### src/yaob_pkg.sv
// Shared types and constants for the YUV420 alpha overlay blender.
`default_nettype none

package yaob_pkg;

  localparam int unsigned CfgIdxW = 2;
  localparam int unsigned CfgDataW = 25;
  localparam int unsigned AddrW = 25;
  localparam int unsigned DimCfgW = 13;

  localparam logic [DimCfgW-1:0] WidthRst = 13'd1280;
  localparam logic [DimCfgW-1:0] HeightRst = 13'd720;
  localparam logic [AddrW-1:0] LengthRst = 25'd1382400;

  localparam logic [7:0] AlphaOpaque = 8'hFF;

  typedef enum logic [CfgIdxW-1:0] {
    CFG_FRAME_WIDTH  = 2'd0,
    CFG_FRAME_HEIGHT = 2'd1,
    CFG_FRAME_LENGTH = 2'd2
  } cfg_idx_e;

  typedef struct packed {
    logic [11:0] pos_x;
    logic [11:0] pos_y;
    logic [7:0]  alpha;
    logic [7:0]  fg_luma;
    logic [7:0]  fg_cb;
    logic [7:0]  fg_cr;
    logic [7:0]  bg_luma;
    logic [7:0]  bg_cb;
    logic [7:0]  bg_cr;
    logic        last_in_list;
  } in_t;

  typedef struct packed {
    logic             in_frame;
    logic [AddrW-1:0] luma_addr;
    logic [AddrW-1:0] cb_addr;
    logic [AddrW-1:0] cr_addr;
    logic [7:0]       out_luma;
    logic [7:0]       out_cb;
    logic [7:0]       out_cr;
    logic             last_of_list;
  } out_t;

  // Per-stage load enables of the three-stage pipeline.
  typedef struct packed {
    logic s1;
    logic s2;
    logic s3;
  } stage_en_t;

endpackage

`default_nettype wire

### src/yaob_mix.sv
// One-channel alpha blend pipeline: multiply, sum, divide by 255 and select.
`default_nettype none

module yaob_mix
  import yaob_pkg::*;
(
  input  wire logic      clk_i,
  input  wire stage_en_t en_i,
  input  wire logic [7:0] alpha_i,
  input  wire logic [7:0] fg_i,
  input  wire logic [7:0] bg_i,
  input  wire logic      bg_sel_i,   // stage-3 select: pass the frame byte unchanged
  output logic [7:0]     mix_o
);

  logic [15:0] prod_fg_q, prod_fg_d, prod_bg_q, prod_bg_d;
  logic        opaque1_q, opaque2_q;
  logic [7:0]  fg1_q, fg2_q, bg1_q, bg2_q;
  logic [15:0] sum_q, sum_d;
  logic [16:0] quot_wide;
  logic [7:0]  mix_q, mix_d;

  // Stage 1: both products.
  assign prod_fg_d = 16'(alpha_i) * 16'(fg_i);
  assign prod_bg_d = 16'(AlphaOpaque - alpha_i) * 16'(bg_i);

  always_ff @(posedge clk_i) begin
    if (en_i.s1) begin
      prod_fg_q <= prod_fg_d;
      prod_bg_q <= prod_bg_d;
      opaque1_q <= (alpha_i == AlphaOpaque);
      fg1_q     <= fg_i;
      bg1_q     <= bg_i;
    end
  end

  // Stage 2: weighted sum, at most 255*255.
  assign sum_d = prod_fg_q + prod_bg_q;

  always_ff @(posedge clk_i) begin
    if (en_i.s2) begin
      sum_q     <= sum_d;
      opaque2_q <= opaque1_q;
      fg2_q     <= fg1_q;
      bg2_q     <= bg1_q;
    end
  end

  // Stage 3: floor(s/255) as (s + (s >> 8) + 1) >> 8, exact below 65535.
  assign quot_wide = 17'(sum_q) + 17'(sum_q[15:8]) + 17'd1;

  always_comb begin
    if (bg_sel_i) begin
      mix_d = bg2_q;
    end else if (opaque2_q) begin
      mix_d = fg2_q;
    end else begin
      mix_d = quot_wide[15:8];
    end
  end

  always_ff @(posedge clk_i) begin
    if (en_i.s3) begin
      mix_q <= mix_d;
    end
  end

  assign mix_o = mix_q;

endmodule

`default_nettype wire

### src/yuv420_alpha_overlay_blend.sv
// Top level of the I420 overlay pixel blender: addresses, bounds check, blend.
//
//  channel | direction | handshake                 | payload
//  --------+-----------+---------------------------+-------------------------------
//  in      | input     | in_valid_i / in_ready_o   | in_data_i  (in_t)
//  out     | output    | out_valid_o / out_ready_i | out_data_o (out_t)
//  cfg     | input     | cfg_valid_i / cfg_ready_o | cfg_index_i, cfg_data_i
//
// One request enters per cycle while stage 1 can load; the depth is set by the
// multiplier stage, the adder stage and the compare/divide stage, each a register
// stage of its own.
// Reset clears the valid bits and loads the frame registers with 1280x720,
// length 1382400. The cfg port is always ready.
// A stall on the output holds only the stages that are full; bubbles close up,
// so a new request is taken while a finished result still waits.
`default_nettype none

module yuv420_alpha_overlay_blend
  import yaob_pkg::*;
#(
  parameter int unsigned MAX_DIM = 4096
) (
  input  wire logic                clk_i,
  input  wire logic                rst_ni,
  input  wire logic                in_valid_i,
  output logic                     in_ready_o,
  input  wire in_t                 in_data_i,
  output logic                     out_valid_o,
  input  wire logic                out_ready_i,
  output out_t                     out_data_o,
  input  wire logic                cfg_valid_i,
  output logic                     cfg_ready_o,
  input  wire logic [CfgIdxW-1:0]  cfg_index_i,
  input  wire logic [CfgDataW-1:0] cfg_data_i
);

  // Saturated dimension width: enough for MAX_DIM, never wider than the register.
  localparam int unsigned DimNeed = $clog2(MAX_DIM + 1);
  localparam int unsigned DimW = (DimNeed < DimCfgW) ? DimNeed : DimCfgW;
  localparam int unsigned LProdW = 12 + DimW;          // pos_y * width
  localparam int unsigned CProdW = 11 + DimW - 1;      // (pos_y/2) * (width/2)
  localparam int unsigned AreaW = 2 * DimW;            // width * height
  localparam int unsigned FullA = 2 * DimW + 2;
  localparam int unsigned FullB = DimW + 14;
  localparam int unsigned FullAB = (FullA > FullB) ? FullA : FullB;
  // Full address width: no wrap for any legal dimension, at least one bit above AddrW.
  localparam int unsigned FullW = (FullAB > AddrW + 1) ? FullAB : AddrW + 1;

  // ---------------------------------------------------------------- config
  logic [DimCfgW-1:0] cfg_w_q, cfg_h_q;
  logic [AddrW-1:0]   cfg_len_q;

  assign cfg_ready_o = 1'b1;

  always_ff @(posedge clk_i or negedge rst_ni) begin
    if (!rst_ni) begin
      cfg_w_q   <= WidthRst;
      cfg_h_q   <= HeightRst;
      cfg_len_q <= LengthRst;
    end else if (cfg_valid_i) begin
      case (cfg_index_i)
        CFG_FRAME_WIDTH:  cfg_w_q   <= cfg_data_i[DimCfgW-1:0];
        CFG_FRAME_HEIGHT: cfg_h_q   <= cfg_data_i[DimCfgW-1:0];
        CFG_FRAME_LENGTH: cfg_len_q <= cfg_data_i[AddrW-1:0];
        default: ;  // drop writes to unused indexes
      endcase
    end
  end

  // Clamp the dimensions to MAX_DIM.
  logic [DimW-1:0] dim_w, dim_h;
  assign dim_w = (cfg_w_q > MAX_DIM) ? DimW'(MAX_DIM) : cfg_w_q[DimW-1:0];
  assign dim_h = (cfg_h_q > MAX_DIM) ? DimW'(MAX_DIM) : cfg_h_q[DimW-1:0];

  // ---------------------------------------------------------- flow control
  logic      v1_q, v2_q, v3_q;
  stage_en_t en;

  // A stage loads when it is empty or its content moves on.
  assign en.s3 = !v3_q || out_ready_i;
  assign en.s2 = !v2_q || en.s3;
  assign en.s1 = !v1_q || en.s2;
  assign in_ready_o = en.s1;

  always_ff @(posedge clk_i or negedge rst_ni) begin
    if (!rst_ni) begin
      v1_q <= 1'b0;
      v2_q <= 1'b0;
      v3_q <= 1'b0;
    end else begin
      if (en.s1) v1_q <= in_valid_i;
      if (en.s2) v2_q <= v1_q;
      if (en.s3) v3_q <= v2_q;
    end
  end

  // ----------------------------------------------- stage 1: address products
  logic [LProdW-1:0] lprod1_q, lprod1_d;
  logic [CProdW-1:0] cprod1_q, cprod1_d;
  logic [AreaW-1:0]  area1_q, area1_d;
  logic [11:0]       x1_q;
  logic              last1_q;

  assign lprod1_d = LProdW'(in_data_i.pos_y) * LProdW'(dim_w);
  assign cprod1_d = CProdW'(in_data_i.pos_y[11:1]) * CProdW'(dim_w[DimW-1:1]);
  assign area1_d  = AreaW'(dim_w) * AreaW'(dim_h);

  always_ff @(posedge clk_i) begin
    if (en.s1) begin
      lprod1_q <= lprod1_d;
      cprod1_q <= cprod1_d;
      area1_q  <= area1_d;
      x1_q     <= in_data_i.pos_x;
      last1_q  <= in_data_i.last_in_list;
    end
  end

  // --------------------------------------------------- stage 2: address sums
  logic [FullW-1:0]   la2_q, la2_d, ua2_q, ua2_d;
  logic [AreaW-3:0]   qarea2_q;
  logic               last2_q;

  assign la2_d = FullW'(lprod1_q) + FullW'(x1_q);
  assign ua2_d = FullW'(cprod1_q) + FullW'(x1_q[11:1]) + FullW'(area1_q);

  always_ff @(posedge clk_i) begin
    if (en.s2) begin
      la2_q    <= la2_d;
      ua2_q    <= ua2_d;
      qarea2_q <= area1_q[AreaW-1:2];
      last2_q  <= last1_q;
    end
  end

  // ------------------------------------ stage 3: chroma V, bounds, write data
  logic [FullW-1:0] va2;
  logic             ok2;

  assign va2 = ua2_q + FullW'(qarea2_q);
  assign ok2 = (la2_q < FullW'(cfg_len_q)) && (ua2_q < FullW'(cfg_len_q))
            && (va2 < FullW'(cfg_len_q));

  logic             in_frame3_q;
  logic [AddrW-1:0] la3_q, ua3_q, va3_q;
  logic             last3_q;

  always_ff @(posedge clk_i) begin
    if (en.s3) begin
      in_frame3_q <= ok2;
      la3_q       <= la2_q[AddrW-1:0];
      ua3_q       <= ua2_q[AddrW-1:0];
      va3_q       <= va2[AddrW-1:0];
      last3_q     <= last2_q;
    end
  end

  // Blend lanes run alongside the address path; out of frame keeps the bg bytes.
  logic [7:0] mix_luma, mix_cb, mix_cr;

  yaob_mix u_mix_luma (
    .clk_i    (clk_i),
    .en_i     (en),
    .alpha_i  (in_data_i.alpha),
    .fg_i     (in_data_i.fg_luma),
    .bg_i     (in_data_i.bg_luma),
    .bg_sel_i (!ok2),
    .mix_o    (mix_luma)
  );

  yaob_mix u_mix_cb (
    .clk_i    (clk_i),
    .en_i     (en),
    .alpha_i  (in_data_i.alpha),
    .fg_i     (in_data_i.fg_cb),
    .bg_i     (in_data_i.bg_cb),
    .bg_sel_i (!ok2),
    .mix_o    (mix_cb)
  );

  yaob_mix u_mix_cr (
    .clk_i    (clk_i),
    .en_i     (en),
    .alpha_i  (in_data_i.alpha),
    .fg_i     (in_data_i.fg_cr),
    .bg_i     (in_data_i.bg_cr),
    .bg_sel_i (!ok2),
    .mix_o    (mix_cr)
  );

  assign out_valid_o = v3_q;

  always_comb begin
    out_data_o.in_frame     = in_frame3_q;
    out_data_o.luma_addr    = la3_q;
    out_data_o.cb_addr      = ua3_q;
    out_data_o.cr_addr      = va3_q;
    out_data_o.out_luma     = mix_luma;
    out_data_o.out_cb       = mix_cb;
    out_data_o.out_cr       = mix_cr;
    out_data_o.last_of_list = last3_q;
  end

  // ---------------------------------------------------------------- checks
`ifndef SYNTH
  // An accepted request always lands in the first stage.
  a_accept_fills_s1: assert property (@(posedge clk_i) disable iff (!rst_ni)
    in_valid_i && in_ready_o |=> v1_q)
    else $error("accepted request did not enter stage 1");

  // A delivered result with nothing behind it leaves the output empty.
  a_drain_empties: assert property (@(posedge clk_i) disable iff (!rst_ni)
    out_valid_o && out_ready_i && !v2_q |=> !out_valid_o)
    else $error("result repeated after delivery");

  // In-frame results carry untruncated addresses below the frame length.
  a_in_frame_bound: assert property (@(posedge clk_i) disable iff (!rst_ni)
    out_valid_o && out_data_o.in_frame |->
      (out_data_o.luma_addr < cfg_len_q) && (out_data_o.cr_addr < cfg_len_q))
    else $error("in_frame set with address beyond frame length");

  // V plane follows U plane whenever the item is in frame.
  a_cr_after_cb: assert property (@(posedge clk_i) disable iff (!rst_ni)
    out_valid_o && out_data_o.in_frame |-> out_data_o.cr_addr >= out_data_o.cb_addr)
    else $error("V address below U address");
`endif

endmodule

`default_nettype wire
### config.mk
export PLATFORM = sky130hd
export DESIGN_NAME = yuv420_alpha_overlay_blend
export DESIGN_NICKNAME = d
export VERILOG_FILES = /design/src/yaob_pkg.sv /design/src/yaob_mix.sv /design/src/yuv420_alpha_overlay_blend.sv
export SDC_FILE = /design/constraint.sdc
export NUM_CORES = 2
export LEC_CHECK = 0
export ABC_AREA = 1
export BUFFER_PORTS_ARGS = -buffer_cell sky130_fd_sc_hd__buf_2
export CAP_MARGIN = 5
export CORE_MARGIN = 4
export CORE_UTILIZATION = 69
export CTS_BUF_LIST = sky130_fd_sc_hd__clkbuf_8
export DETAILED_ROUTE_END_ITERATION = 8
export PLACE_DENSITY = 0.88
export SETUP_SLACK_MARGIN = 0.2
export SLEW_MARGIN = 30
export SYNTH_ARGS = -nofsm -noshare
export SYNTH_HDL_FRONTEND = slang
export SYNTH_HIERARCHICAL = 1
export SYNTH_SLANG_ARGS = --single-unit
### constraint.sdc
create_clock -name clk_i -period 12.85 [get_ports clk_i]
set_clock_uncertainty 0.15 [all_clocks]
set_input_delay 0.6425 -clock clk_i [delete_from_list [all_inputs] [get_ports clk_i]]
set_output_delay 0.6425 -clock clk_i [all_outputs]
set_load 0.05 [all_outputs]
==> summary.json <==
{
  "setup-tns-final_ps": 0,
  "gp_routability_congestion": 0.984,
  "hold-worst-slack_ps": 28.8,
  "cts-root-buf": "clkbuf_8",
  "critical-path-top-cell-by-count": "fa_1",
  "grt_start_max_net_pins": 104,
  "postSynthCellCount": 5981,
  "clockBufferDepth": 3,
  "drt_first_pass_iters": 8,
  "initial_utilization_pct": 69.9,
  "flip_flop_and_latch_count_after_synthesis": 566,
  "cts_inserted_buffers": 93,
  "antenna_left": 0,
  "ys_dominant_reg_cell": "edfxtp_1",
  "synth_enable_flop_cells": 512,
  "cap_violations": 0,
  "post-synth-top-area-cell": "edfxtp_1",
  "fillerInstances": 5282,
  "num-nets-final": 7424,
  "setup.worst_path.start": "cfg_w_q[5]",
  "r2r-start": "cfg_w_q[5]",
  "drt-total-wl_mm": 136,
  "failed_checks": "DRC",
  "share_of_post_route_cells_with_drive_strength_above_1_pct": 7.65,
  "final-setup-viol-count": 0,
  "drc": 2,
  "timing.max_slew.rel_slack_pct": 38.9,
  "drt-initial-drc-count": 3445,
  "fp.coreArea_um2": 76300,
  "crit_slowest_cell": "inv_1",
  "worst-setup-path-type": "flop to flop",
  "post-cts-setup-buffer-count": 0,
  "timing.critical_path.max_delay_family": "adder cells",
  "fmax_mhz": 144,
  "timing.critical_path.cells": "nor4_1 -> nand3_1 -> nand2_2 -> nand2_1 -> inv_1 -> nand2_1 -> fa_1 -> inv_1 -> fa_1 -> fa_1 -> fa_1 -> inv_1 -> fa_1 -> inv_1 -> ha_1 -> nand2_1 -> nor2_1 -> nand4_1 -> o21ai_0 -> a21oi_1 -> xnor2_1",
  "synth.top_cells.by_count": "inv_1 (1275), nand2_1 (1228), ha_1 (599)",
  "async_flop_share_pct": 9.54,
  "cts-htree-levels": 3,
  "clk_pin_slew_worst_paths_ps": 80,
  "postSynthNetCount": 7190,
  "cpPeakStageDelay_ps": 630,
  "globalRouteTotalUtil_pct": 33.8,
  "insertion_delay_ps": 740,
  "synth.avg_cell_area_um2": 8.92,
  "fin_total_pwr_mw": 13.8,
  "postCtsResizedCells": 0,
  "fin_crit_sh_pct": 53.9,
  "crit_path_start_kind": "flop",
  "fp.dieH_um": 286,
  "detailed_place_hpwl_mm": 106,
  "first_global_vias": 43500,
  "register_area_um2": 16700,
  "die-area_um2": 81800,
  "avgRoutedWirePerCell_um": 18.6,
  "finalCoreUtilization_pct": 75.5,
  "ctsHoldBuffers": 25,
  "tritoncts": "yes",
  "number_of_buffer_cells_added_on_primary_ports": 215,
  "yosysWarnings": 6,
  "placement_rows": 101,
  "report.final.hold_viol_count": 0,
  "arrival_ps": 7230,
  "die_x_um": 286,
  "synth_largest_type_area_fraction_pct": 28.8,
  "final_worst_path_period_need_ps": 6920,
  "synth_area_leaders": "edfxtp_1 (29%), fa_1 (19%), ha_1 (14%), inv_1 (9.0%), nand2_1 (8.6%)",
  "drt-vias-per-instance": 5.69,
  "ios": 217,
  "crit_required_ps": 13150,
  "ir_drop_mv": 0.156,
  "critical_path_peak_fanout": 15,
  "tightest_slew_ps": 916,
  "critical_path.n_buffers_inverters": 4,
  "multi_input_area_um2": 31200,
  "power_density_over_the_cells_nw_per_um2": 240,
  "grt_pass1_wl_mm": 219,
  "rsz0062_at_grt": "false",
  "status": "finished with violations",
  "synthMostInstantiatedCell": "inv_1",
  "cts_sinks": 566,
  "area_delta_synth_final_pct": 7.99,
  "total_leakage_power_nw": 30.3,
  "grt.overflow.total": 0,
  "setup_slack_ps": 5930,
  "worstHoldPathType": "primary input to flop",
  "detailroute.via_count": 41700,
  "endpoint_kind": "flop",
  "synth.distinct_cells": 57,
  "grt_antenna_before_repair": 6,
  "timing.hold.worst.start": "cfg_data_i[18]",
  "syn-cell-area_um2": 53300,
  "pre_cts_slack_ps": 6100,
  "yosysSeqAreaShare_pct": 31.4,
  "final-max-slew-violation-count": 0
}
[layout by cell type (no fill, tap or decap), drive strengths merged, types with 10 or more instances in the layout]
| cell type | count |
|---|---|
| o21a | 13 |
| dfstp | 11 |
| inv | 1311 |
| a21oi | 273 |
| o21bai | 23 |
| nor2 | 580 |
| a31oi | 10 |
| clkbuf | 99 |
| nand2 | 1249 |
| nand3 | 213 |
| a21o | 20 |
| edfxtp | 512 |
| ha | 599 |
| buf | 234 |
| xnor2 | 82 |
| xor2 | 153 |
| o21ai | 140 |
| dlygate4sd3 | 25 |
| clkinv | 40 |
| dfrtp | 43 |
| fa | 497 |
| nand4 | 45 |
| nor3 | 38 |
[kinds of logic after synthesis]
family,count (synthesis),synth area share (%)
and+or+nand+nor,2161,16.6
buffers and inverters,1415,10.1
adders and majority gates,1096,32.7
DFF,566,31.4
AOI/OAI and AO/OA,507,5.35
xor gates and xnor gates,235,3.86
other,1,0.00703
[power breakdown]
group	switching, mW	internal [mW]	leakage, nW
clock	0.784	0.906	1.08
sequential	0.421	3.11	5.93
combinational	5.63	2.95	23.3
[final timing paths]
kind | endpoint | slack (ps) | cells past startpoint
setup / recovery | lprod1_q[21] | 5930 | 21
hold / removal | cfg_len_q[18] | 30 | 3
setup reg to reg | lprod1_q[21] | 5930 | 21
hold reg to reg | u_mix_luma/fg2_q[0] | 260 | 0
max in group asynchronous | cfg_w_q[9] | 11570 | 3
min in group asynchronous | cfg_len_q[8] | 470 | 3
[final cells by class]
type                            count  share of cell area (%)
Tap cell                         1030                    2.24
Clock inverter                     71                    1.06
Sequential cell                   566                    29.1
Antenna cell                        2                 0.00869
Multi-Input combinational cell   4000                    54.3
Timing Repair Buffer              259                    2.56
Inverter                         1295                    8.46
Clock buffer                       99                    2.37
[metal layers]
layer / global-route usage [%] / routed length, µm
met1: 39.7 / 49200
met2: 58.1 / 66000
met3: 7.19 / 12200
met4: 18.4 / 8310
met5: 0 / 53
[sequential cells by signal, indices dropped and copies added, names as in the netlist, 12 cells and up]
signal / flops
area1_q: 26
u_mix_cb/sum_q: 16
cprod1_q: 23
u_mix_luma/sum_q: 16
x1_q: 12
u_mix_cr/prod_fg_q: 16
ua2_q: 27
la3_q: 25
ua3_q: 25
va3_q: 25
cfg_w_q: 13
u_mix_luma/prod_bg_q: 16
cfg_h_q: 13
u_mix_luma/prod_fg_q: 16
u_mix_cr/prod_bg_q: 16
qarea2_q: 24
u_mix_cb/prod_bg_q: 16
u_mix_cb/prod_fg_q: 16
lprod1_q: 25
la2_q: 26
cfg_len_q: 25
u_mix_cr/sum_q: 16
[tightest hold or removal path, cell delays in order]
cell and delay (ps):
buf_2 90, nor2_1 100, a21oi_1 50
[per-stage QoR]
stage | instance area (µm²) | std cells
floorplan | 53300 | 5981
global placement | 55400 | 7125
detailed placement | 55400 | 7125
CTS | 57600 | 7320
global route | 57600 | 7321
finish | 57600 | 7322
Note: power is estimated with default switching activity, not from simulation.
